## src/rtl/thc_pkg.sv

```systemverilog
`timescale 1ns / 1ps
package thc_pkg;

   localparam int DEF_CORDIC_STAGES = 16;
   localparam int TAB_LEN = 24;

   // Rotation datapath widths: sine/cosine lane and heading lane.
   localparam int SC_XW = 34;
   localparam int SC_ZW = 28;
   localparam int HD_XW = 54;
   localparam int HD_ZW = 29;

   localparam logic signed [SC_XW-1:0] CORDIC_K = 34'sd652032874;
   localparam logic signed [HD_ZW-1:0] HALF_TURN = 29'sd73728000;

   // atan(2^-i) in 1/409600 degree.
   localparam logic signed [27:0] ATAN_TAB [0:TAB_LEN-1] = '{
      28'sd18432000, 28'sd10881045, 28'sd5749245, 28'sd2918407,
      28'sd1464867, 28'sd733147, 28'sd366663, 28'sd183343,
      28'sd91673, 28'sd45837, 28'sd22918, 28'sd11459,
      28'sd5730, 28'sd2865, 28'sd1432, 28'sd716,
      28'sd358, 28'sd179, 28'sd90, 28'sd45,
      28'sd22, 28'sd11, 28'sd6, 28'sd3
   };

   typedef enum logic [2:0] {
      REG_HARD_IRON_X = 3'd0,
      REG_HARD_IRON_Y = 3'd1,
      REG_SCALE_X     = 3'd2,
      REG_SCALE_Y     = 3'd3,
      REG_ENV_X       = 3'd4,
      REG_ENV_Y       = 3'd5,
      REG_ENV_EN      = 3'd6,
      REG_QUALITY     = 3'd7
   } reg_index_type;

   typedef struct packed {
      logic flip;
      logic signed [SC_ZW-1:0] z;
   } angle_red_type;

   typedef struct packed {
      logic signed [15:0] mx;
      logic signed [15:0] my;
      logic signed [15:0] mz;
      logic flip_p;
      logic flip_r;
   } mag_sb_type;

   typedef struct packed {
      logic [15:0] pitch;
      logic [15:0] roll;
   } angles_type;

   typedef struct packed {
      logic zero;
      logic [15:0] pitch;
      logic [15:0] roll;
   } hd_sb_type;

   // Wraps an angle into one quadrant pair and scales it for the rotation chain.
   function automatic angle_red_type reduce_angle(input logic signed [15:0] ang);
      logic signed [17:0] a;
      angle_red_type r;
      a = 18'(ang);
      r.flip = 1'b0;
      if (a >= 18'sd18000) a = a - 18'sd36000;
      if (a < -18'sd18000) a = a + 18'sd36000;
      if (a > 18'sd9000) begin
         a = a - 18'sd18000;
         r.flip = 1'b1;
      end else if (a < -18'sd9000) begin
         a = a + 18'sd18000;
         r.flip = 1'b1;
      end
      r.z = SC_ZW'(a) <<< 12;
      return r;
   endfunction

   function automatic logic signed [63:0] rnd_sh(input logic signed [63:0] v,
                                                 input int s);
      logic signed [63:0] half;
      half = 64'sd1 <<< (s - 1);
      return (v + half) >>> s;
   endfunction

   function automatic logic signed [19:0] sat20(input logic signed [63:0] v);
      logic signed [19:0] r;
      if (v > 64'sd524287) r = 20'sd524287;
      else if (v < -64'sd524288) r = -20'sd524288;
      else r = 20'(v);
      return r;
   endfunction

   // Rounds a rotation output to Q1.15, clamps it to plus or minus one and negates it when flip is set.
   function automatic logic signed [16:0] to_q15(input logic signed [SC_XW-1:0] x,
                                                 input logic flip);
      logic signed [63:0] t;
      logic signed [16:0] r;
      t = rnd_sh(64'(x), 15);
      if (t > 64'sd32768) r = 17'sd32768;
      else if (t < -64'sd32768) r = -17'sd32768;
      else r = 17'(t);
      if (flip) r = -r;
      return r;
   endfunction

endpackage

```

## src/rtl/thc_rot_cell.sv

```systemverilog
`timescale 1ns / 1ps
module thc_rot_cell #(
   parameter int STAGE = 0,
   parameter int XW = 34,
   parameter int ZW = 28
) (
   input  logic                 clock,
   input  logic                 en,
   input  logic signed [XW-1:0] x_prev,
   input  logic signed [XW-1:0] y_prev,
   input  logic signed [ZW-1:0] z_prev,
   output logic signed [XW-1:0] x_next,
   output logic signed [XW-1:0] y_next,
   output logic signed [ZW-1:0] z_next
);
   import thc_pkg::*;

   logic signed [XW-1:0] x_ff, x_in, y_ff, y_in;
   logic signed [ZW-1:0] z_ff, z_in, step;

   assign step = ZW'(ATAN_TAB[STAGE]);

   always_comb begin
      if (z_prev >= 0) begin
         x_in = x_prev - (y_prev >>> STAGE);
         y_in = y_prev + (x_prev >>> STAGE);
         z_in = z_prev - step;
      end else begin
         x_in = x_prev + (y_prev >>> STAGE);
         y_in = y_prev - (x_prev >>> STAGE);
         z_in = z_prev + step;
      end
   end

   always_ff @(posedge clock) begin
      if (en) begin
         x_ff <= x_in;
         y_ff <= y_in;
         z_ff <= z_in;
      end
   end

   assign x_next = x_ff;
   assign y_next = y_ff;
   assign z_next = z_ff;

endmodule

```

## config.mk

```make
export PLATFORM = sky130hd
export DESIGN_NAME = thc_rot_cell
export DESIGN_NICKNAME = d
export VERILOG_FILES = /design/src/rtl/thc_pkg.sv /design/src/rtl/thc_rot_cell.sv
export SDC_FILE = /design/constraint.sdc
export NUM_CORES = 1
export LEC_CHECK = 0
export BUFFER_PORTS_ARGS = -buffer_cell sky130_fd_sc_hd__buf_2
export CAP_MARGIN = 5
export CORE_ASPECT_RATIO = 0.5
export CORE_MARGIN = 5
export CORE_UTILIZATION = 51
export CTS_CLUSTER_SIZE = 25
export DETAILED_ROUTE_END_ITERATION = 8
export HOLD_SLACK_MARGIN = 0.03
export PLACE_DENSITY = 0.83
export SLEW_MARGIN = 10
export SYNTH_ARGS = -nofsm -noshare
export SYNTH_HDL_FRONTEND = slang
export SYNTH_SLANG_ARGS = --single-unit
```

## constraint.sdc

```tcl
create_clock -name clock -period 4.4 [get_ports clock]
set_clock_uncertainty 0.1 [all_clocks]
set_input_delay 1.1 -clock clock [delete_from_list [all_inputs] [get_ports clock]]
set_output_delay 1.1 -clock clock [all_outputs]
set_load 0.005 [all_outputs]
```

==> flow_summary.toml <==
[power]
power_density_nw_per_um2 = 302
peakVddDrop_uv = 188
p_leak_nw = 4.96

[global_route]
grt_use_total = 0.256
grt_pass1_wl_microns = 45100
grt_pass1_vias = 8794
antenna_found_initial = 0
grt_overflow_total = 0
grt_max_degree = 88

[sta]
fin_setup_tns_ns = 0
slew_headroom = 0.544
tightest_slew_ns = 0.680
hold_viol = 0
period_share = 0.948
drv_slew = 0
fin_crit_ns = 4.17
rsz0062_at_grt = "no"
setup_viol = 0
fmax_mhz = 240
fin_ws_ns = 0.227

[clock_network]
cts_hold_buffers = 0
cts_tree = "done"
clkSinkCount = 95
path_clk_slew_ns = 0.07
ctsResizeCount = 0
cts_root_buf = "clkbuf_16"
cts_buffers = 9
h-tree-depth = 3
postCtsSetupRepairBufs = 0
clock_path_buffers = 2

[routing]
final_antenna_net_count = 0
vias = 9006
viasPerCell = 5.95
wl_microns = 28100
drt_pass1_iterations = 6
wl_per_cell_microns = 18.5
drc = 0
first_iter_violations = 841

[synthesis]
async_flop_share = 0
yosysSeqAreaShare = 0.303
synthCells = 1086
synth_area_per_cell_sq_um = 8.68
synth_top_cell_area_share = 0.303
ys_warn_count = 0
ys.flop_type = "edfxtp_1"
synth_edf_count = 95
synth_cell_types = 84
synth_nets = 1300
synth_largest_area_cell = "edfxtp_1"
syn_area_sq_um = 9430
ys_seq_elements = 95
synthTopCellsByArea = "edfxtp_1 30%, ha_1 15%, a21oi_1 6.5%"

[hold_path]
hold_depth = 1
worst_hold_startpoint = "z_prev[12]"
hold_path.class = "input pin to flip-flop"
min_to = "z_next[12]"

[worst_setup_path]
max_stage_delay_ns = 0.31
path_cells = "buf_2 -> inv_1 -> ha_1 -> nor4b_1 -> nand4_1 -> o21ai_4 -> inv_2 -> ha_1 -> nor2b_1 -> o21ai_1 -> a21boi_0 -> o21ai_0 -> nand2b_1 -> a21o_1 -> a41o_1 -> o41ai_2 -> xor2_1"
start_kind = "input pin"
end_kind = "flip-flop"
arrival_ns = 4.16
critPathKind = "input pin to flip-flop"
crit_fanout = 3
crit_slowest_cell = "ha_1"
crit_top_cell = "ha_1"
required_ns = 4.39

[cells_and_area]
stdcell_count = 1514
stdcell_area_sq_um = 11000
nets = 1483
drive_above_1_share = 0.212
diodes = 0
syn2layout_area_growth_pct = 16.7

[place]
place_inst = 1498
preCtsSetupSlack_ns = -0.119
gp_congestion = 0.970
port_buffers = 193
place_area_sq_um = 10700
dp_hpwl_microns = 22200

[floorplanning]
die_w_microns = 202
core-area_sq_um = 18300
rows = 35
start_util = 0.516
die_area_sq_um = 21500
boundaryPins = 194
die_h_microns = 106

[run]
max_cap_violations = 0

[run_status]
status = "finished clean"
cells in the final DEF (no fill, tap or decap), types with 3 or more instances in the layout:
cell type  synthesis  routed
buf_2             13     192
a21oi_1          123     123
ha_1             112     112
inv_1            103     102
edfxtp_1          95      95
nor2_1            87      87
o21ai_0           69      68
xnor2_1           66      66
nand2_1           63      63
a21o_1            32      32
nor3_1            31      31
buf_4              5      27
nand3_1           16      16
o21bai_1          15      15
nor2b_1           15      15
o211ai_1          14      14
mux2i_1           13      13
nand4_1           12      12
or3_1             10      10
nor4_1             9       9
a31oi_1            9       9
o21a_1             9       9
a211oi_1           9       9
o221ai_1           9       9
clkbuf_16          0       9
xor2_1             8       8
nand2b_1           7       7
o21ai_1            5       6
and3_1             5       5
and2_1             5       5
inv_2              3       4
or2_2              4       4
o31ai_1            4       4
nand3b_1           4       4
fa_1               4       4
a221o_1            3       3
a311oi_1           3       3
o41ai_1            4       3
o22ai_1            3       3
synthesized netlist by cell type, types with 10 or more instances:
master,count
a21oi_1,123
ha_1,112
inv_1,103
edfxtp_1,95
nor2_1,87
o21ai_0,69
xnor2_1,66
nand2_1,63
a21o_1,32
nor3_1,31
clkbuf_1,22
nand3_1,16
nor2b_1,15
o21bai_1,15
o211ai_1,14
buf_2,13
mux2i_1,13
nand4_1,12
or3_1,10
flip-flops by register name (all words and copies together) (netlist names):
name	flops
x_next	34
y_next	33
z_next	28
where the power goes:
group	switching, W	internal, W	total [W]	leakage (nW)
Sequential	0.0000315	0.00118	0.00122	0.930
Clock	0.000391	0.000449	0.000839	0.146
Combinational	0.000749	0.000516	0.00126	3.88
Total	0.00117	0.00215	0.00332	4.96
worst max-delay path: cells and delay by family:
family,cells,cell delay (ns)
AOI/OAI and AO/OA,7,1.46
xor gates and xnor gates,1,0.14
adders and majority gates,2,0.46
and+or+nand+nor,4,0.70
buffers and inverters,3,0.29
routing by layer:
layer / vias to the layer above / wire length (microns) / global-route usage
met5: - / 0 / 0
met4: 0 / 492 / 0.0591
met3: 57 / 1870 / 0.0396
met2: 395 / 13300 / 0.429
met1: 4279 / 12400 / 0.352
li1: 4275 / - / -
per-stage QoR:
step | util | total power [W] | hold slack, ns
after floorplan | - | 0.00202 | 1.10
after global placement | 0.586 | 0.00245 | 1.19
after detailed placement | 0.586 | 0.00248 | 1.19
after CTS | 0.602 | 0.00332 | 0.815
after global routing | 0.602 | 0.00350 | 0.814
final | 0.602 | 0.00332 | 0.823
area by class of cell:
| cell class | instances | area (sq um) |
|---|---|---|
| clock buffers | 9 | 225 |
| clock inverters | 7 | 78.8 |
| fillers | 1628 | 7260 |
| inverters | 106 | 398 |
| multi-input cells | 837 | 5960 |
| flip-flops and latches | 95 | 2850 |
| well taps | 240 | 300 |
| repair buffers | 220 | 1180 |
cell families (layout without fill, tap and decap cells):
kind of cell / Yosys count / count (layout) / share of synthesized area
AOI/OAI and AO/OA: 351 / 351 / 0.244
buffers and inverters: 154 / 342 / 0.0666
adders and majority gates: 116 / 116 / 0.157
muxes: 13 / 13 / 0.0138
xor gates and xnor gates: 74 / 74 / 0.0688
and+or+nand+nor: 283 / 283 / 0.147
DFF: 95 / 95 / 0.303
worst max path at each step:
| stage | startpoint | end | slack (ns) | cells past startpoint |
|---|---|---|---|---|
| floorplan | z_prev[27] | z_next[27] | 0.002 | 17 |
| global placement | z_prev[27] | z_next[26] | 0.09 | 17 |
| detailed placement | z_prev[27] | z_next[26] | -0.12 | 17 |
| CTS | z_prev[27] | z_next[26] | 0.27 | 17 |
| global route | z_prev[27] | z_next[26] | 0.04 | 17 |
| finish | z_prev[27] | z_next[26] | 0.23 | 17 |
Note: power is estimated with default switching activity, not from simulation.
